--- src/sv/swd_host_transfer_engine_unit_assert.svh ---
// Assertion macros for the SWD host engine
`ifndef SWD_HOST_TRANSFER_ENGINE_UNIT_ASSERT_SVH
`define SWD_HOST_TRANSFER_ENGINE_UNIT_ASSERT_SVH
`ifndef NO_ASSERTIONS
`define SWD_ASSERT_IMPL(label, clk, rst, a, c, msg) \
  label: assert property (@(posedge clk) disable iff (rst) (a) |-> (c)) else $error(msg);
`define SWD_ASSERT_NEXT(label, clk, rst, a, c, msg) \
  label: assert property (@(posedge clk) disable iff (rst) (a) |=> (c)) else $error(msg);
`else
`define SWD_ASSERT_IMPL(label, clk, rst, a, c, msg)
`define SWD_ASSERT_NEXT(label, clk, rst, a, c, msg)
`endif
`endif

--- src/sv/swdh_pkg.sv ---
`default_nettype none
package swdh_pkg;
  typedef struct packed {
    logic [1:0]  opcode;
    logic        ap_not_dp;
    logic        read_not_write;
    logic [1:0]  reg_word;
    logic [31:0] write_data;
    logic        recover_on_error;
    logic        line_in;
  } swdh_in_t;

  typedef struct packed {
    logic        clock_pulse;
    logic        line_out;
    logic        line_drive;
    logic        busy_res;
    logic        done_res;
    logic [2:0]  ack_code;
    logic [31:0] read_data;
  } swdh_out_t;

  localparam logic [1:0] OP_TICK   = 2'd0;
  localparam logic [1:0] OP_XFER   = 2'd1;
  localparam logic [1:0] OP_RESET  = 2'd2;
  localparam logic [1:0] OP_SWITCH = 2'd3;

  localparam logic [3:0] PH_IDLE   = 4'd0;
  localparam logic [3:0] PH_REQ    = 4'd1;
  localparam logic [3:0] PH_TRN_A  = 4'd2;
  localparam logic [3:0] PH_ACK    = 4'd3;
  localparam logic [3:0] PH_TRN_B  = 4'd4;
  localparam logic [3:0] PH_WDATA  = 4'd5;
  localparam logic [3:0] PH_RDATA  = 4'd6;
  localparam logic [3:0] PH_TRN_C  = 4'd7;
  localparam logic [3:0] PH_RST_HI = 4'd8;
  localparam logic [3:0] PH_RST_LO = 4'd9;
  localparam logic [3:0] PH_SWITCH = 4'd10;

  localparam logic [2:0] ACK_OK   = 3'd1;
  localparam logic [2:0] ACK_WAIT = 3'd2;

  localparam logic [2:0] RS_NONE   = 3'd0;
  localparam logic [2:0] RS_ABORT  = 3'd1;
  localparam logic [2:0] RS_CSTAT  = 3'd2;
  localparam logic [2:0] RS_CLEAR  = 3'd3;
  localparam logic [2:0] RS_SWITCH = 3'd4;
  localparam logic [2:0] RS_IDCODE = 3'd5;

  localparam logic [15:0] SWITCH_SEQ = 16'hE79E;
  localparam logic       CFG_RETRY = 1'b0;
  localparam logic       CFG_RSTHI = 1'b1;

  function automatic logic [7:0] req_byte(input logic ap, input logic rnw,
                                          input logic [1:0] wd);
    req_byte = {2'b10, ap ^ rnw ^ wd[0] ^ wd[1], wd[1], wd[0], rnw, ap, 1'b1};
  endfunction
endpackage
`default_nettype wire

--- src/sv/swdh_core.sv ---
`default_nettype none
module swdh_core import swdh_pkg::*; (
  input  wire logic      clk,
  input  wire logic      rst,
  input  wire logic      go,
  input  wire swdh_in_t  din,
  input  wire logic [9:0] retry_limit,
  input  wire logic [7:0] reset_high_cycles,
  output swdh_out_t      dout,
  output logic [3:0]     phase_now
);
  logic [3:0]  phase, phase_next;
  logic [7:0]  bit_count, bit_count_next;
  logic [31:0] shift_word, shift_word_next;
  logic        running_parity, running_parity_next;
  logic [7:0]  request_byte, request_byte_next;
  logic [31:0] pending_write, pending_write_next;
  logic [9:0]  retries_left, retries_left_next;
  logic [2:0]  last_ack, last_ack_next;
  logic [31:0] received_word, received_word_next;
  logic [2:0]  recovery_step, recovery_step_next;
  logic [31:0] saved_ctrlstat, saved_ctrlstat_next;
  logic        recovery_enabled, recovery_enabled_next;
  logic        clk_o, lo, dr, done;
  logic [2:0]  ack;
  logic [31:0] ab;
  logic        st_go, st_ap, st_rnw;
  logic [1:0]  st_wd;
  logic [31:0] st_data;
  logic        aa_go;
  logic [2:0]  aa_ack;
  logic        fin;

  assign phase_now = phase;
  // abort clear bits come from the CTRLSTAT word that is just finishing
  assign ab = {27'd0, shift_word[1], shift_word[7], shift_word[5], 2'b00};

  always_comb begin
    phase_next = phase; bit_count_next = bit_count; shift_word_next = shift_word;
    running_parity_next = running_parity; request_byte_next = request_byte;
    pending_write_next = pending_write; retries_left_next = retries_left;
    last_ack_next = last_ack; received_word_next = received_word;
    recovery_step_next = recovery_step; saved_ctrlstat_next = saved_ctrlstat;
    recovery_enabled_next = recovery_enabled;
    clk_o = 1'b0; lo = 1'b0; dr = 1'b0; done = 1'b0;
    st_go = 1'b0; st_ap = 1'b0; st_rnw = 1'b0; st_wd = 2'd0; st_data = '0;
    aa_go = 1'b0; aa_ack = shift_word[2:0]; fin = 1'b0;
    ack = {din.line_in, shift_word[1:0]};
    if (go) begin
      if (din.opcode != OP_TICK) begin
        if (phase == PH_IDLE) begin
          recovery_step_next = RS_NONE;
          if (din.opcode == OP_XFER) begin
            recovery_enabled_next = din.recover_on_error;
            st_go = 1'b1; st_ap = din.ap_not_dp; st_rnw = din.read_not_write;
            st_wd = din.reg_word; st_data = din.write_data;
          end else begin
            phase_next = (din.opcode == OP_RESET) ? PH_RST_HI : PH_SWITCH;
            bit_count_next = '0;
          end
        end
      end else if (phase != PH_IDLE) begin
        clk_o = 1'b1;
        case (phase)
          PH_REQ: begin
            dr = 1'b1; lo = request_byte[bit_count[2:0]];
            bit_count_next = bit_count + 8'd1;
            if (bit_count_next >= 8'd8) phase_next = PH_TRN_A;
          end
          PH_TRN_A: begin
            phase_next = PH_ACK; bit_count_next = '0; shift_word_next = '0;
          end
          PH_ACK: begin
            shift_word_next = shift_word | (32'(din.line_in) << bit_count[1:0]);
            bit_count_next = bit_count + 8'd1;
            if (bit_count_next >= 8'd3) begin
              if (recovery_step == RS_NONE) last_ack_next = ack;
              if (!request_byte[2] || ack != ACK_OK) phase_next = PH_TRN_B;
              else begin aa_go = 1'b1; aa_ack = ack; end
            end
          end
          PH_TRN_B: aa_go = 1'b1;
          PH_WDATA: begin
            dr = 1'b1;
            if (bit_count < 8'd32) begin
              lo = pending_write[bit_count[4:0]];
              running_parity_next = running_parity ^ lo;
              bit_count_next = bit_count + 8'd1;
            end else begin
              lo = running_parity; fin = 1'b1;
            end
          end
          PH_RDATA: begin
            if (bit_count < 8'd32) begin
              shift_word_next = shift_word | (32'(din.line_in) << bit_count[4:0]);
              bit_count_next = bit_count + 8'd1;
            end else phase_next = PH_TRN_C;
          end
          PH_TRN_C: begin
            if (recovery_step == RS_NONE) received_word_next = shift_word;
            else if (recovery_step == RS_CSTAT) saved_ctrlstat_next = shift_word;
            fin = 1'b1;
          end
          PH_RST_HI: begin
            dr = 1'b1; lo = 1'b1;
            if (bit_count < 8'd255) bit_count_next = bit_count + 8'd1;
            if (bit_count_next >= reset_high_cycles) begin
              phase_next = PH_RST_LO; bit_count_next = '0;
            end
          end
          PH_RST_LO: begin
            dr = 1'b1; bit_count_next = bit_count + 8'd1;
            if (bit_count_next >= 8'd2) begin
              if (recovery_step == RS_SWITCH) begin
                recovery_step_next = RS_IDCODE; st_go = 1'b1; st_rnw = 1'b1;
              end else begin
                phase_next = PH_IDLE; done = 1'b1;
              end
            end
          end
          PH_SWITCH: begin
            dr = 1'b1; lo = SWITCH_SEQ[bit_count[3:0]];
            bit_count_next = bit_count + 8'd1;
            if (bit_count_next >= 8'd16) begin
              phase_next = PH_RST_HI; bit_count_next = '0;
            end
          end
          default: phase_next = PH_IDLE;
        endcase
      end
    end
    // ack decision
    if (aa_go) begin
      if (aa_ack == ACK_WAIT && retries_left != '0) begin
        retries_left_next = retries_left - 10'd1;
        phase_next = PH_REQ; bit_count_next = '0;
      end else if (aa_ack != ACK_OK && recovery_step == RS_NONE && recovery_enabled) begin
        st_go = 1'b1;
        if (aa_ack == ACK_WAIT) begin
          recovery_step_next = RS_ABORT; st_data = 32'd1;
        end else begin
          recovery_step_next = RS_CSTAT; st_rnw = 1'b1; st_wd = 2'd1;
        end
      end else if (request_byte[2]) begin
        phase_next = PH_RDATA; bit_count_next = '0; shift_word_next = '0;
      end else begin
        phase_next = PH_WDATA; bit_count_next = '0; running_parity_next = 1'b0;
      end
    end
    if (fin) begin
      if (recovery_step == RS_CSTAT) begin
        recovery_step_next = RS_CLEAR; st_go = 1'b1; st_data = ab;
      end else if (recovery_step == RS_CLEAR && saved_ctrlstat[7]) begin
        recovery_step_next = RS_SWITCH; phase_next = PH_SWITCH; bit_count_next = '0;
      end else begin
        phase_next = PH_IDLE; done = 1'b1;
      end
    end
    if (st_go) begin
      request_byte_next = req_byte(st_ap, st_rnw, st_wd);
      pending_write_next = st_data;
      retries_left_next = retry_limit;
      phase_next = PH_REQ; bit_count_next = '0;
    end
  end

  always_ff @(posedge clk) begin
    if (rst) begin
      phase <= PH_IDLE; bit_count <= '0; shift_word <= '0; running_parity <= 1'b0;
      request_byte <= '0; pending_write <= '0; retries_left <= '0; last_ack <= '0;
      received_word <= '0; recovery_step <= RS_NONE; saved_ctrlstat <= '0;
      recovery_enabled <= 1'b0;
    end else begin
      phase <= phase_next; bit_count <= bit_count_next; shift_word <= shift_word_next;
      running_parity <= running_parity_next; request_byte <= request_byte_next;
      pending_write <= pending_write_next; retries_left <= retries_left_next;
      last_ack <= last_ack_next; received_word <= received_word_next;
      recovery_step <= recovery_step_next; saved_ctrlstat <= saved_ctrlstat_next;
      recovery_enabled <= recovery_enabled_next;
    end
  end

  always_comb begin
    dout.clock_pulse = clk_o;
    dout.line_out    = dr & lo;
    dout.line_drive  = dr;
    dout.busy_res    = (phase_next != PH_IDLE);
    dout.done_res    = done;
    dout.ack_code    = last_ack_next;
    dout.read_data   = received_word_next;
  end
endmodule
`default_nettype wire

--- src/sv/swd_host_transfer_engine_unit.sv ---
`default_nettype none
// Channel | direction | handshake       | word
// in      | sink      | in_valid/stall  | swdh_in_t command or tick
// out     | source    | out_valid/stall | swdh_out_t one result per input word
// cfg     | sink      | valid/ready     | index 0 retry_limit, 1 reset_high_cycles
//
// One word per cycle while in_stall is low: the engine state updates from
// the accepted input word; each input word yields exactly one output word.
// Output register with a one-entry skid: in stall rises only when the skid
// holds a word, so the input is not stalled during a single output stall.
// Synchronous active-high reset; no memory clearing pass.
`include "swd_host_transfer_engine_unit_assert.svh"
module swd_host_transfer_engine_unit import swdh_pkg::*; (
  input  wire logic      clk,
  input  wire logic      rst,
  input  wire logic      in_valid,
  output logic           in_stall,
  input  wire swdh_in_t  in_data,
  output logic           out_valid,
  input  wire logic      out_stall,
  output swdh_out_t      out_data,
  input  wire logic      cfg_valid,
  output logic           cfg_ready,
  input  wire logic      cfg_index,
  input  wire logic [31:0] cfg_data
);
  logic [9:0] retry_limit;
  logic [7:0] reset_high_cycles;
  logic       go;
  swdh_out_t  res;
  logic [3:0] phase_now;
  swdh_out_t  skid;
  logic       skid_valid;

  assign cfg_ready = 1'b1;
  always_ff @(posedge clk) begin
    if (rst) begin
      retry_limit <= 10'd600; reset_high_cycles <= 8'd50;
    end else if (cfg_valid) begin
      if (cfg_index == CFG_RETRY) retry_limit <= cfg_data[9:0];
      else reset_high_cycles <= cfg_data[7:0];
    end
  end

  assign in_stall = skid_valid;
  assign go = in_valid & ~in_stall;

  swdh_core u_core (
    .clk(clk), .rst(rst), .go(go), .din(in_data),
    .retry_limit(retry_limit), .reset_high_cycles(reset_high_cycles),
    .dout(res), .phase_now(phase_now)
  );

  // output register plus skid
  always_ff @(posedge clk) begin
    if (rst) begin
      out_valid <= 1'b0; skid_valid <= 1'b0;
    end else begin
      if (!out_valid || !out_stall) begin
        if (skid_valid) begin
          out_valid <= 1'b1; skid_valid <= 1'b0;
        end else out_valid <= go;
      end else if (go) skid_valid <= 1'b1;
    end
  end
  always_ff @(posedge clk) begin
    if (!out_valid || !out_stall) begin
      out_data <= skid_valid ? skid : res;
    end else if (go) skid <= res;
  end

  `SWD_ASSERT_IMPL(a_skid_needs_out, clk, rst, skid_valid, out_valid, "skid without out")
  `SWD_ASSERT_NEXT(a_idle_tick, clk, rst, go && phase_now == PH_IDLE && in_data.opcode == OP_TICK, !skid_valid || $past(skid_valid) || out_valid, "idle tick lost")
  `SWD_ASSERT_IMPL(a_no_go_stalled, clk, rst, skid_valid, !go, "accept while skid full")
endmodule
`default_nettype wire

--- config.mk ---
export PLATFORM = sky130hd
export DESIGN_NAME = swd_host_transfer_engine_unit
export DESIGN_NICKNAME = d
export VERILOG_FILES = /design/src/sv/swdh_pkg.sv /design/src/sv/swdh_core.sv /design/src/sv/swd_host_transfer_engine_unit.sv
export VERILOG_INCLUDE_DIRS = /design/src /design/src/sv
export SDC_FILE = /design/constraint.sdc
export NUM_CORES = 1
export LEC_CHECK = 0
export ABC_AREA = 0
export CAP_MARGIN = 20
export CORE_ASPECT_RATIO = 1.1
export CORE_MARGIN = 2
export CORE_UTILIZATION = 43
export CTS_BUF_LIST = sky130_fd_sc_hd__clkbuf_4 sky130_fd_sc_hd__clkbuf_8 sky130_fd_sc_hd__clkbuf_16
export DETAILED_ROUTE_END_ITERATION = 10
export DONT_BUFFER_PORTS = 1
export PLACE_DENSITY = 0.59
export SLEW_MARGIN = 30
export SYNTH_ARGS = -nofsm -noshare
export SYNTH_HDL_FRONTEND = slang
export SYNTH_SLANG_ARGS = --single-unit
--- constraint.sdc ---
create_clock -name clk -period 12 [get_ports clk]
set_clock_uncertainty 0.1 [all_clocks]
set_input_delay 2.4 -clock clk [delete_from_list [all_inputs] [get_ports clk]]
set_output_delay 2.4 -clock clk [all_outputs]
set_load 0.05 [all_outputs]
* Word-level counts from Yosys, hierarchy flattened
Memory sizes are Yosys's and may differ from the RTL's. A register that Yosys moved wholly into a read port is not among the register bits.
Index checks and enable logic that the tools add are counted.
W data, S select, Z words.
** Storage, ports and cells
- Register bits :: 241
- Latch bits :: 0
- RAM bits :: 0
- Memory bits (read-only) :: 16
- Input port bits :: 78
- Output and inout port bits :: 43
- Word-level logic and storage cells :: 283
- Memories kept :: 1
** Cells by class
- Add/sub/neg operators :: 2
- Multiply operators :: 0
- Div/mod/pow operators :: 0
- Order comparisons :: 10
- Eq/ne operators :: 18
- Shift-type cells :: 2
- Multiplexer cells :: 178
- Bitwise gates (word level) :: 13
- Reductions and logical operators :: 29
** Memories
- (no name shown) :: depth 16, bits a word 1, rd ports 1, clocked after memory_dff 1, wr ports 0, RTL line swdh_core.sv:122 : dr = 1'b1; lo = SWITCH_SEQ[bit_count[3:0]];
** Operators with widths (number)
- $mux W32 :: 23
- $mux W8 :: 19
- $pmux W32 S3 :: 1
- $mux W4 :: 21
- $mux W3 :: 25
- $mux W1 :: 67
- $or A32 B32 Y32 :: 2
- $mux W40 :: 1
- $pmux W8 S5 :: 1
- $pmux W4 S8 :: 1
- $shl A1 B2 Y32 :: 1
- $shl A1 B5 Y32 :: 1
- $mux W10 :: 3
- $mux W2 :: 11
- $eq A4 B3 Y1 const B :: 4
- $ge A8 B2 Y1 const B :: 2
- $eq A4 B4 Y1 const B :: 3
- $reduce_bool A10 Y1 :: 1
- $sub A10 B1 Y10 const B :: 1
- $eq A3 B2 Y1 const B :: 3
- $add A8 B1 Y8 const B :: 1
- $eq A4 B2 Y1 const B :: 2
- $ge A8 B4 Y1 const B :: 1
- $ge A8 B5 Y1 const B :: 1
- 31 further kinds :: 56

* Longest topological paths before layout
- Depth after elaboration :: 20
- Depth in mapped cells :: 18
- Depth with buffers taken out :: 17

* By module
A second synthesis with hierarchy kept.
** Second synthesis, totals
- Cell total of the unflattened synthesis :: 1058
- Area, all modules :: 11020.6 um^2
** By module, submodules not included
- swdh_core :: instances 1, cells each 847, area an instance 7131.8 um^2, sequential area each 2682.6 um^2
- swd_host_transfer_engine_unit :: instances 1, cells each 211, area an instance 3888.7 um^2, sequential area each 2802.7 um^2

* Least setup slack after synthesis
OpenSTA, ideal clock, no wires.
- Path type :: input to register
- From :: input out_stall
- To :: register skid[0] in the netlist's numbering, enable pin
- Arrival time :: 5.137 ns
- Data required time :: 11.463 ns
- Slack :: 6.326 ns
- Cell stages on the path :: 2
- Path buffers :: 0
- Cells stage by stage :: nand2_1 nor2_1
** On the way
- Word-level cells in the longest chain between the ends :: 4
** RTL lines
- from (decl) :: RTL line swd_host_transfer_engine_unit.sv:20 : input wire logic out_stall,
- $logic_not A1 Y1 :: RTL line swd_host_transfer_engine_unit.sv:67 : if (!out_valid || !out_stall) begin
- $logic_or A1 B1 Y1 :: RTL line swd_host_transfer_engine_unit.sv:67
- $not A1 Y1 (no source line)
- $reduce_and A2 Y1 (no source line)
- to (signal assigned) :: RTL line swd_host_transfer_engine_unit.sv:69 : end else if (go) skid <= res;
- to (decl) :: RTL line swd_host_transfer_engine_unit.sv:32 : swdh_out_t skid;
Every way passes these cells.
A chain may end at the register's enable or synchronous reset.

==> summary.txt <==
Run status
  • Status: finished, final reports clean

Timing
  • Crit path time final: 5.04 ns
  • Fin crit share: 0.420
  • Final Max Tran Viols: 0
  • Worst Tran Pin Value: 0.857 ns
  • RSZ-0062 raised after global routing: false
  • Setup TNS: 0 ns
  • Hold Fails Final Rpt: 0
  • Max frequency: 199 MHz
  • Max-slew headroom at the worst pin: 0.427
  • Final setup viols: 0
  • Final worst hold slack: 0.356 ns

Global route
  • Number of global-route vias before repair: 7262
  • GR Util All Layers: 0.195
  • Gr ovfl total: 0
  • Antenna violations before repair: 0
  • First-pass GRT wire length: 41.0 mm
  • Largest net degree at the start of global routing: 90

Routing
  • Post-DRT Antenna Nets: 0
  • Drt initial violations: 436
  • Via count: 7507
  • 1st-pass router iterations: 4
  • Wire per inst: 19.5 µm
  • Vias per Instance: 5.73
  • DRC: 0
  • Routed wire length: 25.6 mm

Clock network
  • H-tree depth: 1
  • CTS Buf Count: 25
  • Clock Path Buffers: 3
  • Reg clk slew, reported paths: 0.06 ns
  • CTS Hold Bufs: 0
  • Clk_lat worst skew: 0.53 ns
  • Post-CTS Setup Inserts: 0
  • TritonCTS clock tree: built
  • Root Driver: clkbuf_16
  • Clk sink count: 234
  • # resized after CTS: 0

Worst setup path
  • Worst Path Required: 12.33 ns
  • Critical path arrival: 5.37 ns
  • CP Capture Type: flip-flop
  • Critical path startpoint category: input pin
  • CP Max Fanout: 10
  • Setup CP Type: in2reg

Yosys
  • Dominant synthesized flop cell: dfxtp_1
  • Mean Syn Cell Area: 10.6 µm²
  • Cells after synthesis: 1010
  • Post-synth ARST share: 0
  • Ys Warns: 0
  • EDFF count, synth: 80
  • #FFs+latches synth: 234
  • Synth cell types: 85
  • Post-Synthesis Net Count: 1101
  • Seq/Total Area, Yosys: 0.511
  • Mapped cell area: 10700 µm²

Power
  • VDD IR max: 0.0948 mV
  • PD cells: 146 nW/µm²
  • Leakage: 4.24 nW

Place
  • DP HPWL: 17.5 mm
  • Port Buffers: 0
  • RD Place Congestion: 0.918

Cells and area
  • Commonest non-fill, non-tap cell in the layout: dfxtp_1
  • Nets@finish: 1072
  • Layout cells sized above 1: 0.174
  • Area Overhead vs Synth: 9.06%
  • Most frequent cells in the layout: dfxtp_1 (153), nor2_1 (92), nand2_1 (87), edfxtp_1 (80), mux2_2 (71)
  • # diodes: 0
  • FILL cells: 2259

Job
  • Max Cap Viol: 0

Die
  • Die ar.: 26200 µm²
  • Core area: 24500 µm²
  • Chip width: 155 µm
  • Site Rows: 60
  • Initial Util: 0.439
  • Ports: 121
  • Height of the die: 170 µm

Min path
  • Min-Delay Path Class: reg2reg
[critical path: stages]
cell,delay (ns)
nor4b_4,0.67
o2111ai_2,0.30
nor2_1,0.67
nor3_1,0.11
nand3_1,0.26
nor2_1,0.19
and2_1,0.18
ha_1,0.27
and3_1,0.15
a221oi_2,0.15
[where the power goes]
| group | switching [mW] | internal [mW] |
|---|---|---|
| Sequential | 0.0460 | 0.844 |
| Combinational | 0.0617 | 0.0373 |
| Clock | 0.299 | 0.423 |
[final timing paths]
| check | start | to | slack, ns | cells past startpoint |
|---|---|---|---|---|
| max | in_data[38] | flip-flop | 6.96 | 10 |
| min | retry_limit[5]$_SDFFE_PP0P_ | retry_limit[5]$_SDFFE_PP0P_ | 0.36 | 2 |
| max reg2reg | u_core.bit_count[3]$_SDFF_PP0_ | flip-flop | 7.37 | 15 |
| min reg2reg | retry_limit[5]$_SDFFE_PP0P_ | retry_limit[5]$_SDFFE_PP0P_ | 0.36 | 2 |
[metal layers]
layer | wire length [µm] | global-route usage | vias to the layer above
met1 | 11300 | 0.255 | 3643
met3 | 1440 | 0.0409 | 29
met4 | 341 | 0.0395 | 0
li1 | - | - | 3648
met5 | 0 | 0 | -
met2 | 12500 | 0.338 | 187
[flip-flops by register name (all words and copies together), names as in the netlist, 6 cells and up, named ones only]
register,flops
skid,40
out_data,40
u_core.shift_word,32
u_core.request_byte,6
retry_limit,10
u_core.bit_count,8
reset_high_cycles,8
u_core.retries_left,10
u_core.received_word,32
u_core.pending_write,32
[per-stage QoR]
step           power (mW)  utilization  std cells  instance area, µm²  setup WS, ns
4_1_cts              1.73        0.478       1309               11700          7.00
3_3_place_gp         1.00        0.446       1263               10900          6.44
6_report             1.71        0.478       1309               11700          6.96
5_1_grt              1.78        0.478       1309               11700          6.78
3_5_place_dp         1.01        0.446       1264               10900          6.45
2_1_floorplan       0.984            -       1010               10700          6.33
[synth_stat cells, types with 15 or more instances]
cell type	instances	area, µm²
nor2_1	93	349
buf_2	18	90.1
clkbuf_1	34	128
edfxtp_1	80	2400
nor2b_1	46	288
nor3_1	16	80.1
a22oi_1	32	240
a21oi_1	47	235
mux2_2	71	800
inv_1	24	90.1
nand2_1	89	334
dfxtp_1	154	3080
xnor2_1	15	131
a22o_1	29	254
o21ai_0	26	130
[cell type report]
cell class | instances | area (µm²) | share of cell area
Clock buffer | 37 | 734 | 0.0627
Clock inverter | 8 | 42.5 | 0.00363
Inverter | 26 | 97.6 | 0.00834
Multi-Input combinational cell | 684 | 4870 | 0.416
Sequential cell | 234 | 5490 | 0.469
Tap cell | 310 | 388 | 0.0331
Timing Repair Buffer | 10 | 82.6 | 0.00705
[kinds of logic after synthesis]
| group | Yosys count | synth area share |
|---|---|---|
| adder cells (fa/ha/maj) | 13 | 0.0152 |
| buffers and inverters | 92 | 0.0385 |
| XOR/XNOR | 19 | 0.0155 |
| AO/OA/AOI/OAI | 225 | 0.154 |
| AND/OR/NAND/NOR | 337 | 0.161 |
| multiplexers | 89 | 0.104 |
| other | 1 | 0.000349 |
| flip-flops | 234 | 0.511 |
Note: power is estimated with default switching activity, not from simulation.
